## config.mk

```make
export PLATFORM = sky130hd
export DESIGN_NAME = gaps_ram
export DESIGN_NICKNAME = d
export VERILOG_FILES = /design/src/design/gaps_ram.sv
export SDC_FILE = /design/constraint.sdc
export NUM_CORES = 1
export LEC_CHECK = 0
export BUFFER_PORTS_ARGS = -buffer_cell sky130_fd_sc_hd__buf_4
export CAP_MARGIN = 20
export CORE_AREA = 3 3 99 101
export DETAILED_ROUTE_END_ITERATION = 6
export DIE_AREA = 0 0 102 104
export PLACE_DENSITY = 0.73
export RECOVER_POWER = 25
export SETUP_SLACK_MARGIN = 0.05
export SYNTH_ARGS = -nofsm -noshare
export SYNTH_HDL_FRONTEND = slang
export SYNTH_SLANG_ARGS = --single-unit
```

## constraint.sdc

```tcl
create_clock -name clk -period 2.1 [get_ports clk]
set_input_delay 0.21 -clock clk [delete_from_list [all_inputs] [get_ports clk]]
set_output_delay 0.21 -clock clk [all_outputs]
set_load 0.02 [all_outputs]
```

## src/design/gaps_ram.sv

```systemverilog
// generic simple dual-port ram, one write and one registered read per cycle
// no dependencies
module gaps_ram #(
    parameter int WIDTH = 8,
    parameter int DEPTH = 16
) (
    input  logic                     clk,
    input  logic                     we,
    input  logic [$clog2(DEPTH)-1:0] waddr,
    input  logic [WIDTH-1:0]         wdata,
    input  logic [$clog2(DEPTH)-1:0] raddr,
    output logic [WIDTH-1:0]         rdata
);

    logic [WIDTH-1:0] mem [DEPTH];

    // write port and registered read
    always_ff @(posedge clk)
    begin
        if (we)
        begin
            mem[waddr] <= wdata;
        end
        rdata <= mem[raddr];
    end

endmodule

```

# Word level (Yosys, flattened, before mapping)
# Memories as Yosys holds them, arrays and structs flattened. A register that Yosys moved wholly into a read port is not among the register bits.
# Cells that the tools add are included.
[word_totals]
memories = 1
regBits = 0
output_inout_bits = 8
ramBits = 128
in_bits = 18
[op_classes]
n_mux = 2
[mem_list]
columns = ["memory", "words", "width", "read_ports", "rd_ports_with_merged_regs", "write_ports", "line_no", "source"]
rows = [
  ["mem", 16, 8, 1, 1, 1, "15", "logic [WIDTH-1:0] mem [DEPTH];"],
]
[op_table]
columns = ["cell", "count"]
rows = [
  ["$mux 1", 2],
]

# Logic depth before layout (Yosys ltp)
# Gate-level depths: netlist of run 1.
[logic_depth]
ltp_word = 2
mapped_depth = 5
ltp_nobuf = 3

# Least setup slack after synthesis of run 1
# No wires, ideal clock.
[synth_timing]
path_kind = "input to register"
start = "input port waddr[2]"
end = "memory mem[0][0] (enable)"
t_arrival_ns = 1.320
cell_stages = 2
setup_slack_ns = 0.397
setup_ns = 0.383
t_required_ns = 1.717
path_cell_list = "or3b_2 -> nor3_1"
[synth_rtl]
columns = ["item", "line_no", "source"]
rows = [
  ["start, declared", "9", "input logic [$clog2(DEPTH)-1:0] waddr,"],
  ["end, declared", "15", ""],
]
# Straight into the memory's write port.

==> impl_metrics.ini, run 1 <==
[outcome]
status = completed

[clock_tree]
cts_setup_buffers = 0
cts_buffers = 17
cts_max_path_buffers = 2
insertion_delay_ps = 520
clockRootBuffer = clkbuf_8
tritoncts = done
clkTransAtPathRegs_ps = 60
clock_sinks = 136
h-tree-depth = 4

[worst_setup_path]
required_ps = 2500
path_cells = mux4_2, a22oi_1, nand2_1
arrival_ps = 1820
r2r_start = mem[1][6]
critPathSlowestCell = mux4_2
critPathMaxFanout = 1
reg2reg_depth = 3
r2r-end = rdata[6]
start_kind = flip-flop
regToRegSetupSlack_ps = 680
critPathCaptureType = flip-flop
path_class = reg -> reg
slowest_delay_ps = 480

[global_route]
grt_start_max_net_pins = 33
grt_pass1_vias = 2557
grt_pass1_wl_mm = 15.51
overflow = 0
track_usage_pct = 21.03
antenna_found_initial = 0

[logic_synthesis]
synth_area_leader_cell = edfxtp_1
syn_area_per_cell_um2 = 22.48
syn_nets = 247
ys_warn_count = 0
syn_inst = 229
synth_top_area_share_pct = 74.67
netlist-cell-type-count = 19
syn-cell-area_um2 = 5147
ys_seq_area_share_pct = 77.78
ys_ff_latch = 136
synth_area_leaders = edfxtp_1 (75%), mux4_2 (7.9%), mux4_1 (7.1%), dfxtp_1 (3.1%), a22oi_1 (2.3%)

[die]
start_util_pct = 56.51
num_rows = 35
die_h_um = 104
core_area_um2 = 9109
num_io_pins = 26
design.die.area_um2 = 10610
die_w_um = 102

[finish]
drive_gt1_share_pct = 28.09
fillers = 567
fin_util_pct = 67.09
final_cell_mix = edfxtp_1 (128), buf_4 (37), mux4_2 (18)
nets = 304
stdcell_count = 410
n_antenna_cell = 0
final_common_cell = edfxtp_1
area_growth_pct = 18.72
finish.instance_area_um2 = 6111

[timing]
worstMarginPinSlew_ps = 737.0
setup_tns_ps = 0
finalClockSkew_ps = 6.692
fmaxAchievable_ghz = 0.7035
final_max_slew_viol_count = 0
rsz0062_at_grt = false
setup_viol = 0
whs_ps = 222.3
period_needed_ps = 1421
relSlewSlack_pct = 50.76
fin_crit_sh_pct = 67.69
hold_viol_final = 0

[min_path]
hold_path.class = in -> reg
holdPathEnd = mem[4][4]
holdPathStages = 3
hold_path_startpoint = waddr[0]

[detailed_routing]
drt_wl_total_mm = 10.15
drcViolationCount = 0
num_vias = 2466
vias_per_cell = 6.015
wire_per_inst_um = 24.74
drt-pass1-iter-count = 4
drt_iter0_markers = 186
ant_nets = 0

[place]
dpl_cell_area_um2 = 5543
dp_cells = 374
hpwl_mm = 5.905
port_buffers = 25
routabilityCongestion = 0.7276

[run]
cap_violations = 0

[pwr]
peakVddDrop_v = 0.0006228
leakagePower_nw = 2.072
p_per_area_nw_per_um2 = 1001
## cell type report
class                      instances  area [um^2]  area share (%)
clock buffer                      18        417.9           6.839
sequential                       136         4004           65.52
tap                              111        138.9           2.273
multi-input combinational         83         1057           17.30
clock inverter                    14        132.6           2.170
timing repair buffer              48        360.3           5.897
## worst max path at each step
stage               startpoint   endpoint  slack, ps  cells past startpoint
floorplan             waddr[2]  mem[0][0]        400                      2
global placement      raddr[0]   rdata[1]        390                      5
detailed placement    raddr[0]   rdata[5]        370                      5
CTS                  mem[1][6]   rdata[6]        690                      3
global route         mem[3][1]   rdata[1]        640                      3
finish               mem[1][6]   rdata[6]        680                      3
## registers in the layout, indices dropped and copies added, names as in the netlist
| register | count |
|---|---|
| rdata | 8 |
| mem | 128 |
## worst max-delay path: cells and delay by family, from the launching register on
kind | cells | cell delay [ps]
AND/OR/NAND/NOR | 1 | 80
AO/OA/AOI/OAI | 1 | 330
multiplexers | 1 | 480
flip-flops | 1 | 410
## where the power goes
| group | internal, W | total (W) | switching [W] |
|---|---|---|---|
| Sequential | 0.00304 | 0.00306 | 0.0000216 |
| Clock | 0.00167 | 0.00274 | 0.00107 |
| Combinational | 0.000140 | 0.000317 | 0.000177 |
| Total | 0.00484 | 0.00612 | 0.00127 |
## cell families after synthesis
family / Yosys count / share of synthesized area (%)
buf+inv: 10 / 1.677
compound gates: 16 / 2.334
flops: 136 / 77.78
simple gates: 35 / 3.184
mux: 32 / 15.02
## through the flow
| step | total power, W | setup slack (ps) |
|---|---|---|
| after CTS | 0.006147 | 685.0 |
| after global placement | 0.003417 | 388.1 |
| after floorplan | 0.003281 | 397.1 |
| after detailed placement | 0.003427 | 367.8 |
| final | 0.006115 | 678.6 |
| after global routing | 0.006289 | 640.8 |
## routing by layer
metal | track usage [%] | up-vias | part of all wire (%)
li1 | - | 1087 | -
met1 | 28.64 | 1287 | 42
met2 | 32.73 | 77 | 51
met3 | 5.902 | 15 | 4.7
met4 | 7.779 | 0 | 2.2
met5 | 0 | - | 0
## synthesized netlist by cell type (all sizes together)
library cell / number
a22oi: 16
nand2b: 2
nand3: 1
nor2b: 1
nand2: 9
or3b: 1
and2b: 1
mux4: 32
dfxtp: 8
clkdlybuf4s25: 3
and2: 1
nor3: 4
nand3b: 2
buf: 7
edfxtp: 128
nor2: 13
## what timing repair did
| action | CTS | global route |
|---|---|---|
| hold buffers | 4 | 0 |
| resized for setup | 0 | 0 |
| setup endpoints to repair | 0 | 0 |
| hold endpoints to repair | 45 | 0 |
No activity file was read; power rests on OpenSTA's default activity.
==> run 2, diff against run 1 <==
--- a/config.mk
+++ b/config.mk
@@ -7,10 +7,10 @@
 export LEC_CHECK = 0
 export BUFFER_PORTS_ARGS = -buffer_cell sky130_fd_sc_hd__buf_4
 export CAP_MARGIN = 20
-export CORE_AREA = 3 3 99 101
+export CORE_AREA = 3 3 102 104
 export DETAILED_ROUTE_END_ITERATION = 6
-export DIE_AREA = 0 0 102 104
-export PLACE_DENSITY = 0.73
+export DIE_AREA = 0 0 105 107
+export PLACE_DENSITY = 0.72
 export RECOVER_POWER = 25
 export SETUP_SLACK_MARGIN = 0.05
 export SYNTH_ARGS = -nofsm -noshare
==> constraint.sdc (replaced) <==
create_clock -name clk -period 1.2 [get_ports clk]
set_input_delay 0.12 -clock clk [delete_from_list [all_inputs] [get_ports clk]]
set_output_delay 0.12 -clock clk [all_outputs]
set_load 0.02 [all_outputs]
==> impl_metrics.ini, run 2 (synthesis gave the netlist of run 1 again) <==
[global_route]
use_met2_pct = 30.29
grt_start_max_net_pins = 17
track_usage_pct = 19.24
use_met1_pct = 26.05
busiest_layer = met2
use_met3_pct = 5.599
grt_pass1_vias = 2676
overflow = 0
grt_pass1_wl_mm = 15.54
antenna_found_initial = 0

[finish]
reg_top3 = mem x128, rdata x8
nets = 326
largest_register_ffs = 128
regMostFlops = mem
n_antenna_cell = 0
drive_gt1_share_pct = 41.43
final_common_cell = edfxtp_1
final_cell_mix = edfxtp_1 (128), buf_4 (52), mux4_2 (32)
fin_util_pct = 66.33
stdcell_count = 454
fillers = 658
area_growth_pct = 24.21

[timing]
finalClockSkew_ps = 7.521
fmaxAchievable_ghz = 0.7784
period_needed_ps = 1285
fin_crit_sh_pct = 107.1
hold_viol_final = 0
rsz0062_at_grt = true
fin_ws_ps = -84.77
final_max_slew_viol_count = 0
worstMarginPinSlew_ps = 1011
relSlewSlack_pct = 32.32
whs_ps = 134.4
setup_viol = 8
setup_tns_ps = -421.1

[die]
die_h_um = 107
num_io_pins = 26
design.die.area_um2 = 11240
die_w_um = 105
num_rows = 36
start_util_pct = 53.40
core_area_um2 = 9639

[detailed_routing]
drcViolationCount = 0
num_vias = 2549
wire_per_inst_um = 22.31
ant_nets = 0
drt-pass1-iter-count = 4
drt_iter0_markers = 168
drt_wl_total_mm = 10.13
vias_per_cell = 5.615

[worst_setup_path]
critPathMaxFanout = 1
r2r_start = mem[3][6]
path_delay_family = multiplexers
regToRegSetupSlack_ps = -80
critPathCaptureType = flip-flop
path_cells = mux4_2, a22oi_2, nand2_1
reg2reg_depth = 3
critPathSlowestCell = mux4_2
slowest_delay_ps = 490
arrival_ps = 1670
required_ps = 1590
r2r-end = rdata[6]
cp_num_buf_inv = 0
path_class = reg -> reg
start_kind = flip-flop

[min_path]
holdPathEnd = mem[0][0]
holdPathStages = 3
hold_path.class = in -> reg
hold_path_startpoint = waddr[1]

[outcome]
status = finished, violations left
violations = negative setup slack

[place]
dpl_worst_slack_ps = -295.8
port_buffers = 25
hpwl_mm = 6.504
dp_cells = 414
routabilityCongestion = 0.7603

[clock_tree]
insertion_delay_ps = 510
cts_max_path_buffers = 2
cts_buffers = 17
clockRootBuffer = clkbuf_8
clkTransAtPathRegs_ps = 60
h-tree-depth = 4
tritoncts = done
clock_sinks = 136

[pwr]
p_per_area_nw_per_um2 = 1707
peakVddDrop_v = 0.0009660
leakagePower_nw = 2.159

[run]
cap_violations = 0
-- run 2: report_power, final --
| group | total, W | internal [W] | switching (W) |
|---|---|---|---|
| registers | 0.00535 | 0.00532 | 0.0000347 |
| clock network | 0.00491 | 0.00314 | 0.00177 |
| logic | 0.000656 | 0.000308 | 0.000348 |
-- run 2: per-layer routing --
layer | vias to the layer above | part of all wire [%]
met4 | 0 | 0.79
met5 | - | 0
met1 | 1342 | 43
met2 | 81 | 51
met3 | 6 | 4.6
li1 | 1120 | -
-- run 2: final cells by class --
class	instances	area, um^2	share of cell area [%]
clock buffers	22	432.9	6.771
clock inverters	10	127.6	1.996
multi-input cells	83	1086	16.99
flip-flops and latches	136	4008	62.68
well taps	133	166.4	2.603
repair buffers	70	573.1	8.963
-- run 2: how the worst max path moves through the flow --
stage	endpoint	depth (start not counted)	start	slack (ps)
after floorplan	mem[0][0]	2	waddr[2]	-20
after global placement	rdata[0]	5	raddr[0]	-250
after detailed placement	rdata[0]	5	raddr[0]	-300
after CTS	rdata[6]	3	mem[2][6]	-90
after global routing	rdata[3]	3	mem[3][3]	-120
final	rdata[6]	3	mem[3][6]	-80
-- run 2: worst reg2reg max path, cell delays in order, from the launching register on --
cell	delay, ps
edfxtp_1	370
mux4_2	490
a22oi_2	210
nand2_1	90
-- run 2: stage by stage --
stage / area (um^2) / total power, W
5_1_grt: 6394 / 0.01124
2_1_floorplan: 5176 / 0.005769
3_5_place_dp: 5738 / 0.006068
6_report: 6394 / 0.01092
3_3_place_gp: 5738 / 0.006048
4_1_cts: 6406 / 0.01099
-- run 2: what timing repair did --
item | CTS | global route
pin swaps | 7 | 3
endpoints found under the hold margin | 128 | 0
resized for setup | 8 | 7
hold buffers | 8 | 0
buffers inserted | 0 | 0
setup endpoints to repair | 10 | 10
==> run 3, diff against run 2 <==
--- a/config.mk
+++ b/config.mk
@@ -7,12 +7,13 @@
 export LEC_CHECK = 0
 export BUFFER_PORTS_ARGS = -buffer_cell sky130_fd_sc_hd__buf_4
 export CAP_MARGIN = 20
-export CORE_AREA = 3 3 102 104
+export CORE_AREA = 3 3 99 101
 export DETAILED_ROUTE_END_ITERATION = 6
-export DIE_AREA = 0 0 105 107
-export PLACE_DENSITY = 0.72
+export DIE_AREA = 0 0 102 104
+export PLACE_DENSITY = 0.73
 export RECOVER_POWER = 25
 export SETUP_SLACK_MARGIN = 0.05
 export SYNTH_ARGS = -nofsm -noshare
 export SYNTH_HDL_FRONTEND = slang
 export SYNTH_SLANG_ARGS = --single-unit
+export TNS_END_PERCENT = 30
==> constraint.sdc (replaced) <==
create_clock -name clk -period 1.5 [get_ports clk]
set_input_delay 0.15 -clock clk [delete_from_list [all_inputs] [get_ports clk]]
set_output_delay 0.15 -clock clk [all_outputs]
set_load 0.02 [all_outputs]
==> impl_metrics.ini, run 3 (synthesis gave the netlist of run 1 again) <==
[min_path]
hold_path_startpoint = waddr[0]
holdPathEnd = mem[4][1]
hold_path.class = in -> reg
holdPathStages = 3

[finish]
fillers = 572
n_antenna_cell = 0
drive_gt1_share_pct = 29.03
nets = 315
finish.instance_area_um2 = 6317
stdcell_count = 421
final_cell_mix = edfxtp_1 (128), buf_4 (39), mux4_2 (18)
reg_top3 = mem x128, rdata x8
multi_input_area_um2 = 1062
final_common_cell = edfxtp_1
regMostFlops = mem
ff_latch_area_um2 = 4004
area_growth_pct = 22.73
largest_register_ffs = 128

[die]
design.die.area_um2 = 10610
die_h_um = 104
start_util_pct = 56.51
num_io_pins = 26
num_rows = 35
core_area_um2 = 9109
die_w_um = 102

[detailed_routing]
drt_wl_total_mm = 9.928
drt_iter0_markers = 227
wire_per_inst_um = 23.58
num_vias = 2557
drt-pass1-iter-count = 4
ant_nets = 0
drcViolationCount = 0
vias_per_cell = 6.074

[global_route]
antenna_found_initial = 0
grt_pass1_wl_mm = 15.52
grt_pass1_vias = 2651
track_usage_pct = 20.74
grt_start_max_net_pins = 18
overflow = 0

[pwr]
p_per_area_nw_per_um2 = 1465
peakVddDrop_v = 0.0007814
leakagePower_nw = 2.180

[timing]
relSlewSlack_pct = 54.28
period_needed_ps = 1357
final_max_slew_viol_count = 0
fin_crit_sh_pct = 90.45
hold_viol_final = 0
rsz0062_at_grt = false
finalClockSkew_ps = 14.44
setup_viol = 0
worstMarginPinSlew_ps = 685.8
fmaxAchievable_ghz = 0.7370

[place]
dp_cells = 381
hpwl_mm = 6.235
dpl_cell_area_um2 = 5625
port_buffers = 25
routabilityCongestion = 0.7401

[worst_setup_path]
critPathMaxFanout = 1
path_class = reg -> reg
slowest_delay_ps = 510
regToRegSetupSlack_ps = 140
r2r-end = rdata[1]
critPathSlowestCell = mux4_1
critPathCaptureType = flip-flop
r2r_start = mem[1][1]
path_cells = mux4_1, a22oi_1, nand2_1
reg2reg_depth = 3
arrival_ps = 1750
start_kind = flip-flop
required_ps = 1890

[outcome]
status = completed

[clock_tree]
cts_max_path_buffers = 2
tritoncts = done
clockRootBuffer = clkbuf_8
h-tree-depth = 4
clock_sinks = 136
cts_resized = 0
cts_setup_buffers = 0
clkTransAtPathRegs_ps = 60
insertion_delay_ps = 520
cts_buffers = 17

[run]
cap_violations = 0
-- run 3: timing repair --
item | in CTS | in global routing
hold endpoints to repair | 128 | 0
endpoints found under the setup margin | 0 | 0
hold buffers | 8 | 0
-- run 3: worst max path at each step --
stage / cells after the start / startpoint / endpoint / slack, ps
2_1_floorplan: 2 / waddr[2] / mem[3][0] / 80
4_1_cts: 3 / mem[3][4] / rdata[4] / 150
5_1_grt: 3 / mem[3][4] / rdata[4] / 70
3_3_place_gp: 5 / raddr[0] / rdata[7] / -50
3_5_place_dp: 5 / raddr[0] / rdata[7] / -80
6_report: 3 / mem[1][1] / rdata[1] / 140
-- run 3: worst max-delay path, delay by kind of cell, from the launching register on --
| family | cells | cell delay, ps |
|---|---|---|
| compound gates | 1 | 250 |
| flops | 1 | 370 |
| mux | 1 | 510 |
| simple gates | 1 | 100 |
-- run 3: where the power goes --
group	internal [W]	switching, W	total, W
Combinational	0.000218	0.000256	0.000474
Clock	0.00302	0.00149	0.00451
Sequential	0.00425	0.0000256	0.00428
-- run 3: per-layer routing --
| layer | share of wire, % | vias up | routed length [um] | track usage [%] |
|---|---|---|---|---|
| li1 | - | 1109 | - | - |
| met1 | 43 | 1351 | 4234 | 29.17 |
| met2 | 51 | 85 | 5043 | 30.97 |
| met3 | 5.0 | 12 | 499 | 4.695 |
| met4 | 1.5 | 0 | 150 | 9.934 |
| met5 | 0 | - | 0 | 0 |
-- run 3: final cells by class --
cell class | count | area share, %
Multi-Input combinational cell | 83 | 16.82
Sequential cell | 136 | 63.38
Timing Repair Buffer | 59 | 7.388
Clock inverter | 14 | 3.605
Tap cell | 111 | 2.198
Clock buffer | 18 | 6.615
-- run 3: stage by stage --
stage / worst slack [ps] / setup TNS [ps] / hold WS, ps / util (%) / power (W)
floorplan: 83.85 / 0 / 248.9 / - / 0.004593
global placement: -45.70 / -45.70 / 442.6 / 61.76 / 0.004801
detailed placement: -77.94 / -126.3 / 460.2 / 61.76 / 0.004820
CTS: 151.2 / 0 / 135.7 / 69.73 / 0.009306
global route: 66.32 / 0 / 158.6 / 69.35 / 0.009516
finish: 143.2 / 0 / 159.0 / 69.35 / 0.009257
